===== config.mk =====
export PLATFORM = sky130hd
export DESIGN_NAME = vector_error_statistics_top_flat
export DESIGN_NICKNAME = d
export VERILOG_FILES = /design/src/ves_pkg.sv /design/src/ves_if.sv /design/src/ves_divider.sv /design/src/ves_sqrt.sv /design/src/ves_datapath.sv /design/src/ves_ctrl.sv /design/src/vector_error_statistics_top.sv /design/src/flat_wrapper.sv
export SDC_FILE = /design/constraint.sdc
export NUM_CORES = 2
export LEC_CHECK = 0
export ABC_AREA = 0
export BUFFER_PORTS_ARGS = -buffer_cell sky130_fd_sc_hd__buf_2
export CAP_MARGIN = 20
export CORE_MARGIN = 3
export CORE_UTILIZATION = 56
export CTS_CLUSTER_SIZE = 12
export DETAILED_ROUTE_END_ITERATION = 10
export GPL_ROUTABILITY_DRIVEN = 1
export PLACE_DENSITY_LB_ADDON = 0.25
export RECOVER_POWER = 100
export SLEW_MARGIN = 20
export SYNTH_ARGS = -nofsm -noshare
export SYNTH_HDL_FRONTEND = slang
export SYNTH_HIERARCHICAL = 1
export SYNTH_SLANG_ARGS = --single-unit

===== constraint.sdc =====
create_clock -name i_clk -period 12.27 [get_ports i_clk]
set_input_delay 3.0675 -clock i_clk [delete_from_list [all_inputs] [get_ports i_clk]]
set_output_delay 3.0675 -clock i_clk [all_outputs]
set_load 0.1 [all_outputs]

===== src/ves_pkg.sv =====
`default_nettype none
package ves_pkg;
    localparam int MaxLen = 65536;

    typedef enum logic [2:0] {
        ST_ACCEPT,
        ST_REL,
        ST_MEAN,
        ST_MSQ,
        ST_SQRT,
        ST_EMIT
    } t_state;

    typedef struct packed {
        logic       ld_item;
        logic       start_rel;
        logic       start_mean;
        logic       start_msq;
        logic       start_sqrt;
        logic       finish_rel;
        logic       emit;
    } t_cmd;

    typedef struct packed {
        logic       busy;
        logic       item_last;
    } t_status;

    typedef struct packed {
        logic [23:0] max_error;
        logic [15:0] worst_position;
        logic [31:0] max_relative;
        logic [23:0] mean_error;
        logic [23:0] rms_value;
        logic        pass_flag;
        logic        all_finite;
        logic        length_ok;
    } t_result;

    typedef struct packed {
        logic signed [23:0] expected;
        logic signed [23:0] actual;
        logic               invalid;
        logic               last;
    } t_item;
endpackage
`default_nettype wire


===== src/ves_if.sv =====
`default_nettype none
interface ves_item_if;
    logic            valid;
    logic            ready;
    ves_pkg::t_item  data;
    modport source(output valid, output data, input ready);
    modport sink(input valid, input data, output ready);
endinterface

interface ves_result_if;
    logic              valid;
    logic              ready;
    ves_pkg::t_result  data;
    modport source(output valid, output data, input ready);
    modport sink(input valid, input data, output ready);
endinterface

interface ves_cfg_if;
    logic        valid;
    logic        ready;
    logic [23:0] data;
    modport source(output valid, output data, input ready);
    modport sink(input valid, input data, output ready);
endinterface
`default_nettype wire


===== src/ves_divider.sv =====
`default_nettype none
// Restoring divider, one quotient bit per cycle, 64-bit dividend, 32-bit divisor.
module ves_divider (
    input  wire logic        i_clk,
    input  wire logic        i_rst_n,
    input  wire logic        i_start,
    input  wire logic [63:0] i_num,
    input  wire logic [31:0] i_den,
    output logic             o_busy,
    output logic [63:0]      o_quot
);
    logic [63:0] r_quot, n_quot;
    logic [32:0] r_rem, n_rem;
    logic [31:0] r_den;
    logic [6:0]  r_cnt;
    logic [32:0] trial;

    always_comb begin
        trial  = {r_rem[31:0], r_quot[63]};
        n_quot = {r_quot[62:0], 1'b0};
        n_rem  = trial;
        if (trial >= {1'b0, r_den}) begin
            n_rem     = trial - {1'b0, r_den};
            n_quot[0] = 1'b1;
        end
    end

    always_ff @(posedge i_clk) begin
        if (!i_rst_n) begin
            r_cnt <= '0;
        end else if (i_start) begin
            r_cnt <= 7'd64;
        end else if (r_cnt != 7'd0) begin
            r_cnt <= r_cnt - 7'd1;
        end
        if (i_start) begin
            r_quot <= i_num;
            r_rem  <= '0;
            r_den  <= i_den;
        end else if (r_cnt != 7'd0) begin
            r_quot <= n_quot;
            r_rem  <= n_rem;
        end
    end

    assign o_busy = (r_cnt != 7'd0);
    assign o_quot = r_quot;
endmodule
`default_nettype wire


===== src/ves_sqrt.sv =====
`default_nettype none
// Bit-pair integer square root of a 64-bit value, one result bit per cycle.
module ves_sqrt (
    input  wire logic        i_clk,
    input  wire logic        i_rst_n,
    input  wire logic        i_start,
    input  wire logic [63:0] i_val,
    output logic             o_busy,
    output logic [31:0]      o_root
);
    logic [63:0] r_val;
    logic [33:0] r_rem, n_rem;
    logic [31:0] r_root, n_root;
    logic [5:0]  r_cnt;
    logic [33:0] acc;
    logic [33:0] tst;

    always_comb begin
        acc    = {r_rem[31:0], r_val[63:62]};
        tst    = {r_root, 2'b01};
        n_rem  = acc;
        n_root = {r_root[30:0], 1'b0};
        if (acc >= tst) begin
            n_rem     = acc - tst;
            n_root[0] = 1'b1;
        end
    end

    always_ff @(posedge i_clk) begin
        if (!i_rst_n) begin
            r_cnt <= '0;
        end else if (i_start) begin
            r_cnt <= 6'd32;
        end else if (r_cnt != 6'd0) begin
            r_cnt <= r_cnt - 6'd1;
        end
        if (i_start) begin
            r_val  <= i_val;
            r_rem  <= '0;
            r_root <= '0;
        end else if (r_cnt != 6'd0) begin
            r_val  <= {r_val[61:0], 2'b00};
            r_rem  <= n_rem;
            r_root <= n_root;
        end
    end

    assign o_busy = (r_cnt != 6'd0);
    assign o_root = r_root;
endmodule
`default_nettype wire


===== src/ves_datapath.sv =====
`default_nettype none
module ves_datapath (
    input  wire logic              i_clk,
    input  wire logic              i_rst_n,
    input  wire ves_pkg::t_cmd     i_cmd,
    input  wire ves_pkg::t_item    i_item,
    input  wire logic [23:0]       i_tol,
    output ves_pkg::t_status       o_status,
    output ves_pkg::t_result       o_result
);
    logic [39:0] r_abs_sum;
    logic [63:0] r_sq_sum;
    logic [23:0] r_worst_err;
    logic [15:0] r_worst_idx;
    logic [31:0] r_worst_rel;
    logic [16:0] r_count;
    logic        r_frozen, r_too_long, r_last;
    logic [23:0] r_err, r_den;
    logic        r_rel_pend;
    logic [23:0] r_mean;

    logic signed [24:0] diff;
    logic [24:0] err_w, mag_w;
    logic [23:0] err, mag, den;
    logic [47:0] sq;
    logic        take, counted;
    logic        div_busy, sqrt_busy;
    logic [63:0] div_q, div_num, msq;
    logic [31:0] div_den, rel, root;
    logic [16:0] n;

    assign diff  = 25'(i_item.expected) - 25'(i_item.actual);
    assign err_w = diff[24] ? 25'(-diff) : 25'(diff);
    assign mag_w = i_item.expected[23] ? 25'(-25'(i_item.expected))
                                       : 25'(i_item.expected);
    assign err   = err_w[23:0];
    assign mag   = mag_w[23:0];
    assign sq    = err * err;
    assign den   = (mag > i_tol) ? mag : i_tol;
    assign counted = (r_count < 17'(ves_pkg::MaxLen));
    assign take  = i_cmd.ld_item && counted && !r_frozen && !i_item.invalid;
    assign n     = r_frozen ? {1'b0, r_worst_idx} : r_count;
    assign msq   = (n == 17'd0) ? 64'd0 : div_q;

    always_comb begin
        div_num = {24'd0, r_err, 16'd0};
        div_den = {8'd0, r_den};
        if (i_cmd.start_mean) begin
            div_num = {24'd0, r_abs_sum};
            div_den = {15'd0, n};
        end else if (i_cmd.start_msq) begin
            div_num = r_sq_sum;
            div_den = {15'd0, n};
        end
    end

    ves_divider u_div (
        .i_clk(i_clk), .i_rst_n(i_rst_n),
        .i_start(i_cmd.start_rel || i_cmd.start_mean || i_cmd.start_msq),
        .i_num(div_num), .i_den(div_den), .o_busy(div_busy), .o_quot(div_q)
    );

    ves_sqrt u_sqrt (
        .i_clk(i_clk), .i_rst_n(i_rst_n), .i_start(i_cmd.start_sqrt),
        .i_val(msq), .o_busy(sqrt_busy), .o_root(root)
    );

    always_comb begin
        if (r_den == 24'd0) begin
            rel = (r_err == 24'd0) ? 32'd0 : 32'hFFFF_FFFF;
        end else if (div_q[63:32] != 32'd0) begin
            rel = 32'hFFFF_FFFF;
        end else begin
            rel = div_q[31:0];
        end
    end

    always_ff @(posedge i_clk) begin
        if (!i_rst_n || i_cmd.emit) begin
            r_abs_sum   <= '0;
            r_sq_sum    <= '0;
            r_worst_err <= '0;
            r_worst_idx <= '0;
            r_worst_rel <= '0;
            r_count     <= '0;
            r_frozen    <= 1'b0;
            r_too_long  <= 1'b0;
            r_rel_pend  <= 1'b0;
            r_last      <= 1'b0;
        end else begin
            if (i_cmd.ld_item) begin
                r_last     <= i_item.last;
                r_rel_pend <= take;
                if (!counted) begin
                    r_too_long <= 1'b1;
                end else begin
                    r_count <= r_count + 17'd1;
                    if (!r_frozen && i_item.invalid) begin
                        r_frozen    <= 1'b1;
                        r_worst_idx <= r_count[15:0];
                    end
                end
                if (take) begin
                    r_abs_sum <= r_abs_sum + 40'(err);
                    r_sq_sum  <= r_sq_sum + 64'(sq);
                    if (err > r_worst_err) begin
                        r_worst_err <= err;
                        r_worst_idx <= r_count[15:0];
                    end
                end
            end
            if (i_cmd.finish_rel && r_rel_pend && rel > r_worst_rel) begin
                r_worst_rel <= rel;
            end
        end
        if (i_cmd.ld_item) begin
            r_err <= err;
            r_den <= den;
        end
        if (i_cmd.start_msq) begin
            r_mean <= (n == 17'd0) ? 24'd0 : div_q[23:0];
        end
    end

    assign o_status.busy      = div_busy || sqrt_busy;
    assign o_status.item_last = r_last;

    assign o_result.max_error      = r_worst_err;
    assign o_result.worst_position = r_worst_idx;
    assign o_result.max_relative   = r_worst_rel;
    assign o_result.mean_error     = r_mean;
    assign o_result.rms_value      = root[23:0];
    assign o_result.pass_flag      = !r_frozen && (r_worst_err <= i_tol);
    assign o_result.all_finite     = !r_frozen;
    assign o_result.length_ok      = !r_too_long;
endmodule
`default_nettype wire


===== src/ves_ctrl.sv =====
`default_nettype none
module ves_ctrl (
    input  wire logic            i_clk,
    input  wire logic            i_rst_n,
    input  wire logic            i_in_valid,
    output logic                 o_in_ready,
    output logic                 o_out_valid,
    input  wire logic            i_out_ready,
    input  wire ves_pkg::t_status i_status,
    output ves_pkg::t_cmd        o_cmd
);
    ves_pkg::t_state r_state, n_state;

    always_ff @(posedge i_clk) begin
        if (!i_rst_n) begin
            r_state <= ves_pkg::ST_ACCEPT;
        end else begin
            r_state <= n_state;
        end
    end

    always_comb begin
        n_state     = r_state;
        o_cmd       = '0;
        o_in_ready  = 1'b0;
        o_out_valid = 1'b0;
        unique case (r_state)
            ves_pkg::ST_ACCEPT: begin
                o_in_ready    = 1'b1;
                o_cmd.ld_item = i_in_valid;
                if (i_in_valid) begin
                    n_state = ves_pkg::ST_REL;
                end
            end
            ves_pkg::ST_REL: begin
                o_cmd.start_rel = 1'b1;
                n_state = ves_pkg::ST_MEAN;
            end
            ves_pkg::ST_MEAN: begin
                if (!i_status.busy) begin
                    o_cmd.finish_rel = 1'b1;
                    if (i_status.item_last) begin
                        o_cmd.start_mean = 1'b1;
                        n_state = ves_pkg::ST_MSQ;
                    end else begin
                        n_state = ves_pkg::ST_ACCEPT;
                    end
                end
            end
            ves_pkg::ST_MSQ: begin
                if (!i_status.busy) begin
                    o_cmd.start_msq = 1'b1;
                    n_state = ves_pkg::ST_SQRT;
                end
            end
            ves_pkg::ST_SQRT: begin
                if (!i_status.busy) begin
                    o_cmd.start_sqrt = 1'b1;
                    n_state = ves_pkg::ST_EMIT;
                end
            end
            ves_pkg::ST_EMIT: begin
                if (!i_status.busy) begin
                    o_out_valid = 1'b1;
                    if (i_out_ready) begin
                        o_cmd.emit = 1'b1;
                        n_state = ves_pkg::ST_ACCEPT;
                    end
                end
            end
            default: n_state = ves_pkg::ST_ACCEPT;
        endcase
    end
endmodule
`default_nettype wire


===== src/vector_error_statistics_top.sv =====
`default_nettype none
// Each element passes through a transfer, a start of the 64-step divider for the
// relative error, the division itself and a step that takes its quotient.
// The last element adds two 64-step divisions (mean, mean square) and a 32-step
// square root before the report is valid.
// Synchronous active-low reset clears the accumulated statistics and the
// tolerance to 0 (not the mean and RMS); input ready is high once it is released.
module vector_error_statistics_top (
    input  wire logic      i_clk,
    input  wire logic      i_rst_n,
    ves_item_if.sink       in_ch,
    ves_result_if.source   out_ch,
    ves_cfg_if.sink        cfg_ch
);
    logic [23:0]          r_tol;
    ves_pkg::t_cmd        cmd;
    ves_pkg::t_status     status;
    ves_pkg::t_result     result;
    logic                 in_ready, out_valid;

    assign cfg_ch.ready = 1'b1;
    always_ff @(posedge i_clk) begin
        if (!i_rst_n) begin
            r_tol <= '0;
        end else if (cfg_ch.valid) begin
            r_tol <= cfg_ch.data;
        end
    end

    ves_ctrl u_ctrl (
        .i_clk(i_clk), .i_rst_n(i_rst_n), .i_in_valid(in_ch.valid),
        .o_in_ready(in_ready), .o_out_valid(out_valid),
        .i_out_ready(out_ch.ready), .i_status(status), .o_cmd(cmd)
    );

    ves_datapath u_dp (
        .i_clk(i_clk), .i_rst_n(i_rst_n), .i_cmd(cmd), .i_item(in_ch.data),
        .i_tol(r_tol), .o_status(status), .o_result(result)
    );

    assign in_ch.ready  = in_ready;
    assign out_ch.valid = out_valid;
    assign out_ch.data  = result;

    a_excl: assert property (@(posedge i_clk) disable iff (!i_rst_n)
        !(in_ready && out_valid)) else $error("ready and valid together");
    a_hold: assert property (@(posedge i_clk) disable iff (!i_rst_n)
        out_valid && !out_ch.ready |=> out_valid) else $error("report dropped");
    a_busy: assert property (@(posedge i_clk) disable iff (!i_rst_n)
        out_valid |-> !status.busy) else $error("report while busy");
endmodule
`default_nettype wire

===== src/flat_wrapper.sv =====
// flat-port wrapper written by rule: the top's interface ports become plain ports
module vector_error_statistics_top_flat 
  (i_clk, i_rst_n, in_ch_valid, in_ch_data, in_ch_ready, out_ch_valid, out_ch_data, out_ch_ready, cfg_ch_valid, cfg_ch_data, cfg_ch_ready);
  ves_item_if in_ch_i ();
  ves_result_if out_ch_i ();
  ves_cfg_if cfg_ch_i ();
  input  wire logic i_clk;
  input  wire logic i_rst_n;
  input wire logic [$bits(in_ch_i.valid)-1:0] in_ch_valid;
  input wire logic [$bits(in_ch_i.data)-1:0] in_ch_data;
  output wire logic [$bits(in_ch_i.ready)-1:0] in_ch_ready;
  output wire logic [$bits(out_ch_i.valid)-1:0] out_ch_valid;
  output wire logic [$bits(out_ch_i.data)-1:0] out_ch_data;
  input wire logic [$bits(out_ch_i.ready)-1:0] out_ch_ready;
  input wire logic [$bits(cfg_ch_i.valid)-1:0] cfg_ch_valid;
  input wire logic [$bits(cfg_ch_i.data)-1:0] cfg_ch_data;
  output wire logic [$bits(cfg_ch_i.ready)-1:0] cfg_ch_ready;
  assign in_ch_i.valid = in_ch_valid;
  assign in_ch_i.data = in_ch_data;
  assign in_ch_ready = in_ch_i.ready;
  assign out_ch_valid = out_ch_i.valid;
  assign out_ch_data = out_ch_i.data;
  assign out_ch_i.ready = out_ch_ready;
  assign cfg_ch_i.valid = cfg_ch_valid;
  assign cfg_ch_i.data = cfg_ch_data;
  assign cfg_ch_ready = cfg_ch_i.ready;
  vector_error_statistics_top u_core (.i_clk(i_clk), .i_rst_n(i_rst_n), .in_ch(in_ch_i), .out_ch(out_ch_i), .cfg_ch(cfg_ch_i));
endmodule

# Word-level counts from Yosys, hierarchy flattened
# Cells that the tools add are included.
[totals]
in_bits = 79
elab_cells = 141
ff_bits = 565
out_inout_bits = 126
[classes]
bitwise_logic = 2
n_mul = 1
magnitude_cmp = 7
n_eq_ne = 11
mux = 50
n_reduce_logical = 33
add_sub_neg = 10
[op_table]
columns = ["op", "n"]
rows = [
  ["$mux 64", 7],
  ["$mux 32", 5],
  ["$mux 24", 3],
  ["$add 64x48->64", 1],
  ["$mux 16", 4],
  ["$sub 32x32->32", 2],
  ["$mux 17", 3],
  ["$gt 24x24->1", 2],
  ["$logic_not 24->1", 2],
  ["$mul 24x24->48", 1],
  ["$neg 24->24", 2],
  ["$add 40x24->40", 1],
  ["$ge 34x34->1", 1],
  ["$ge 33x32->1", 1],
  ["$gt 32x32->1", 1],
  ["$reduce_bool 32->1", 1],
  ["$sub 24x24->25", 1],
  ["$le 24x24->1", 1],
  ["$mux 3", 6],
  ["$pmux 3 s6", 1],
  ["$add 17x1->17 const B", 1],
  ["$logic_not 17->1", 1],
  ["$lt 17x17->1 const B", 1],
  ["$mux 1", 16],
  ["other kinds (21)", 49],
]

# Longest topological paths before layout
[logic_depth]
ltp_word = 7
mapped_depth = 41

# Hierarchy
# The synthesis kept the hierarchy.
[by_module_without_submodules]
columns = ["module", "instances", "cells_per_inst", "seq_area_each_um2", "area_per_inst_um2"]
rows = [
  ["ves_datapath", 1, 4146, 6105.9, 35694.2],
  ["ves_sqrt", 1, 798, 3323.2, 7688.6],
  ["ves_divider", 1, 642, 3663.5, 7078.0],
  ["vector_error_statistics_top", 1, 79, 480.5, 940.9],
  ["ves_ctrl", 1, 36, 60.1, 270.3],
]

# Worst setup path before layout
# OpenSTA, ideal clock, no wires.
[synth_timing]
path_type = "input to register"
start = "input in_ch_data[26]"
end = "register u_core.u_dp.r_sq_sum[57]"
setup_ps = 132
t_arrival_ps = 12481
required_time_ps = 12138
cell_stages = 37
slack_ps = -343
path_buffers = 3
cell_sequence = "inv_1 ha_1 fa_1 nand2b_1 a21bo_2 a211oi_4 o21a_1 o22ai_1 or2_1 or3_1 o21ai_0 xor2_1 inv_1 clkbuf_1 nand2_1 fa_1 inv_1 fa_1 fa_1 inv_1 fa_1 fa_1 fa_1 inv_1 fa_1 ha_1 clkbuf_1 a211o_1 a221o_1 a31o_2 o31ai_1 a31oi_2 a22o_2 a31oi_1 clkbuf_1 or3_1 a21oi_1"
[synth_via]
elab_chain_len = 5
[synth_rtl]
columns = ["item", "line", "rtl"]
rows = [
  ["start, declared", "flat_wrapper.sv:10", "input wire logic [$bits(in_ch_i.data)-1:0] in_ch_data;"],
  ["$sub 24x24->25 (*)", "ves_datapath.sv:32", "assign diff = 25'(i_item.expected) - 25'(i_item.actual);"],
  ["$neg 24->24", "ves_datapath.sv:33", "assign err_w = diff[24] ? 25'(-diff) : 25'(diff);"],
  ["$mux 24 (*)", "ves_datapath.sv:33", ""],
  ["named net u_core.u_dp.err_w[16]", "ves_datapath.sv:23", "logic [24:0] err_w, mag_w;"],
  ["$mul 24x24->48 (*)", "ves_datapath.sv:38", "assign sq = err * err;"],
  ["$add 64x48->64 (*)", "ves_datapath.sv:105", "r_sq_sum <= r_sq_sum + 64'(sq);"],
  ["end signal, assigned", "ves_datapath.sv:105", ""],
  ["end, declared", "ves_datapath.sv:12", "logic [63:0] r_sq_sum;"],
]
# Mark *: on every way through the listed nets, which the timed path passes. The rest lies on a longest branch.
# A chain may end at the register's enable or synchronous reset.

# Worst setup path in the final report
[layout_timing]
start = "input in_ch_data[26]"
end = "register u_core.u_dp.r_sq_sum[63]"
[layout_via]
elab_chain_len = 5
[layout_rtl]
columns = ["item", "line"]
rows = [
  ["$sub 24x24->25 (*)", "ves_datapath.sv:32"],
  ["$neg 24->24", "ves_datapath.sv:33"],
  ["$mux 24 (*)", "ves_datapath.sv:33"],
  ["$mul 24x24->48 (*)", "ves_datapath.sv:38"],
  ["$add 64x48->64 (*)", "ves_datapath.sv:105"],
]
# Mark *: on every way between the ends. The rest lies on a longest branch, timed or not.

==> impl_metrics.json <==
{
  "cts.sinks": 565,
  "start_util_pct": 56.9,
  "dieWidth_um": 310,
  "fin_nets": 7085,
  "cp_slowest_stage_delay_ns": 0.54,
  "syn_inst": 5694,
  "met3_length_mm": 8.94,
  "drtIter0Drc": 3173,
  "cp_data_required_time_ns": 12.85,
  "fp.dieH_um": 310,
  "setup_viol": 0,
  "cp.arrival_ns": 12.52,
  "antenna_found_initial": 2,
  "drcViolationCount": 0,
  "grt_pass1_vias": 41400,
  "slew_headroom_pct": -148,
  "place_area_um2": 56600,
  "critical_path_class": "in -> reg",
  "clk-insertion-delay-late_ns": 0.66,
  "drive_gt1_share_pct": 13.7,
  "finalCritPeriodShare_pct": 97.3,
  "cts.clk_slew.worst_paths_ns": 0.06,
  "crit_path_end_kind": "register",
  "final_cell_mix": "inv_1, nand2_1, fa_1",
  "ctsHtreeMaxLevel": 2,
  "ioPinCount": 205,
  "clock_skew_ns": 0.0460,
  "core_area_um2": 90700,
  "portBuffers": 203,
  "syn-cell-area_um2": 51600,
  "whs_ns": 0.456,
  "final_cell_area_um2": 58500,
  "wirelength_mm": 140,
  "start_kind": "input port",
  "highest_layer": "met4",
  "violations": "max-capacitance violations, max-slew violations",
  "cts_tree": "built",
  "avgSynthCellArea_um2": 9.07,
  "post-route-util_pct": 64.5,
  "die_area_um2": 95900,
  "crit_path_max_fanout": 9,
  "diodes": 0,
  "wl_met2_mm": 66.0,
  "root_buffer": "clkbuf_16",
  "numCtsBuffers": 60,
  "syn2layout_area_growth_pct": 13.3,
  "hold_violations": 0,
  "layout_min_cycle_time_ns": 11.94,
  "wl_met1_mm": 60.0,
  "hold_buffers": 0,
  "rows": 110,
  "vias": 42000,
  "cpMaxStageDelayCell": "fa_1",
  "fmax_ghz": 0.0838,
  "setup_tns_ns": 0,
  "grt_usage_pct": 29.1,
  "maxCapViolCount": 18,
  "cp.buffers_inverters": 9,
  "gp_congestion": 1.00,
  "yosysWarnings": 6,
  "clockBufferDepth": 3,
  "finalMaxSlewViolations": 850,
  "viasPerCell": 5.70,
  "critPathTopFamily": "adder cells",
  "hp-class": "reg -> reg",
  "first_pass_iters": 6,
  "hpwl_mm": 109,
  "status": "finished, violations left",
  "grt_max_degree": 88,
  "grt_pass1_wl_mm": 223,
  "overflow": 0,
  "worst_pin_slew_ns": 3.71,
  "antenna_left": 0,
  "final_common_cell": "inv_1",
  "wl_per_cell_um": 19.0,
  "crit_top_cell": "fa_1"
}
## worst register-to-register path, cell delays in order, from the launching register on
cell,delay [ns]
dfxtp_1,0.31
inv_1,0.10
ha_1,0.20
nand2_1,0.09
or3_1,0.34
nor2_1,0.09
clkbuf_1,0.92
clkinv_1,0.27
or2_2,0.40
or2b_1,0.30
nor2_1,1.58
or3_1,1.99
clkbuf_1,2.57
mux2_2,0.62
## cell type report
| type | instances | area, um^2 |
|---|---|---|
| clock buffers | 90 | 1670 |
| clock inverters | 24 | 272 |
| fillers | 7561 | 32200 |
| inverters | 776 | 2920 |
| multi-input cells | 4067 | 34100 |
| flip-flops and latches | 565 | 13600 |
| well taps | 1176 | 1470 |
| repair buffers | 663 | 4440 |
## metrics by stage
step / cells / setup WS (ns)
3_3_place_gp: 7239 / -0.328
2_1_floorplan: 5701 / 0.0106
4_1_cts: 7353 / 0.119
5_1_grt: 7361 / -0.00223
3_5_place_dp: 7239 / -0.557
6_report: 7361 / 0.332
## registers in the layout, summed over array words and instances, names as in the netlist
name	cells
u_core/r_tol	24
u_core/u_ctrl/r_state	3
u_core/u_dp/r_abs_sum	40
u_core/u_dp/r_count	17
u_core/u_dp/r_den	24
u_core/u_dp/r_err	24
u_core/u_dp/r_frozen	1
u_core/u_dp/r_last	1
u_core/u_dp/r_mean	24
u_core/u_dp/r_rel_pend	1
u_core/u_dp/r_sq_sum	64
u_core/u_dp/r_too_long	1
u_core/u_dp/r_worst_err	24
u_core/u_dp/r_worst_idx	16
u_core/u_dp/r_worst_rel	32
u_core/u_dp/u_div/o_quot	64
u_core/u_dp/u_div/r_cnt	7
u_core/u_dp/u_div/r_den	32
u_core/u_dp/u_div/r_rem	32
u_core/u_dp/u_sqrt/o_root	32
u_core/u_dp/u_sqrt/r_cnt	6
u_core/u_dp/u_sqrt/r_rem	32
u_core/u_dp/u_sqrt/r_val	64
## layer usage
metal | GRT usage, % | vias to the layer above
met2 | 49.0 | 1314
li1 | - | 19900
met1 | 39.8 | 20400
met3 | 3.11 | 266
met4 | 9.00 | 0
met5 | 0 | -
## path summary, 6_finish.rpt
| check | from | end | slack (ns) | cells after the start |
|---|---|---|---|---|
| worst max register to register | u_core/u_dp/u_div/r_cnt[0] | u_core/u_dp/u_div/o_quot[42] | 2.27 | 13 |
| worst max-delay path | in_ch_data[26] | u_core/u_dp/r_sq_sum[63] | 0.33 | 38 |
| worst min register to register | u_core/u_dp/u_sqrt/o_root[31] | u_core/u_dp/u_sqrt/o_root[31] | 0.46 | 2 |
| worst min-delay path | u_core/u_dp/u_sqrt/o_root[31] | u_core/u_dp/u_sqrt/o_root[31] | 0.46 | 2 |
## what timing repair did
action,4_1_cts,5_1_grt
buffers inserted,0,7
resized for setup,0,41
endpoints found under the setup margin,0,33
Power is left out: the tool's default activity adds up to more than one toggle a clock period on the data nets, which glitch-free logic cannot reach.
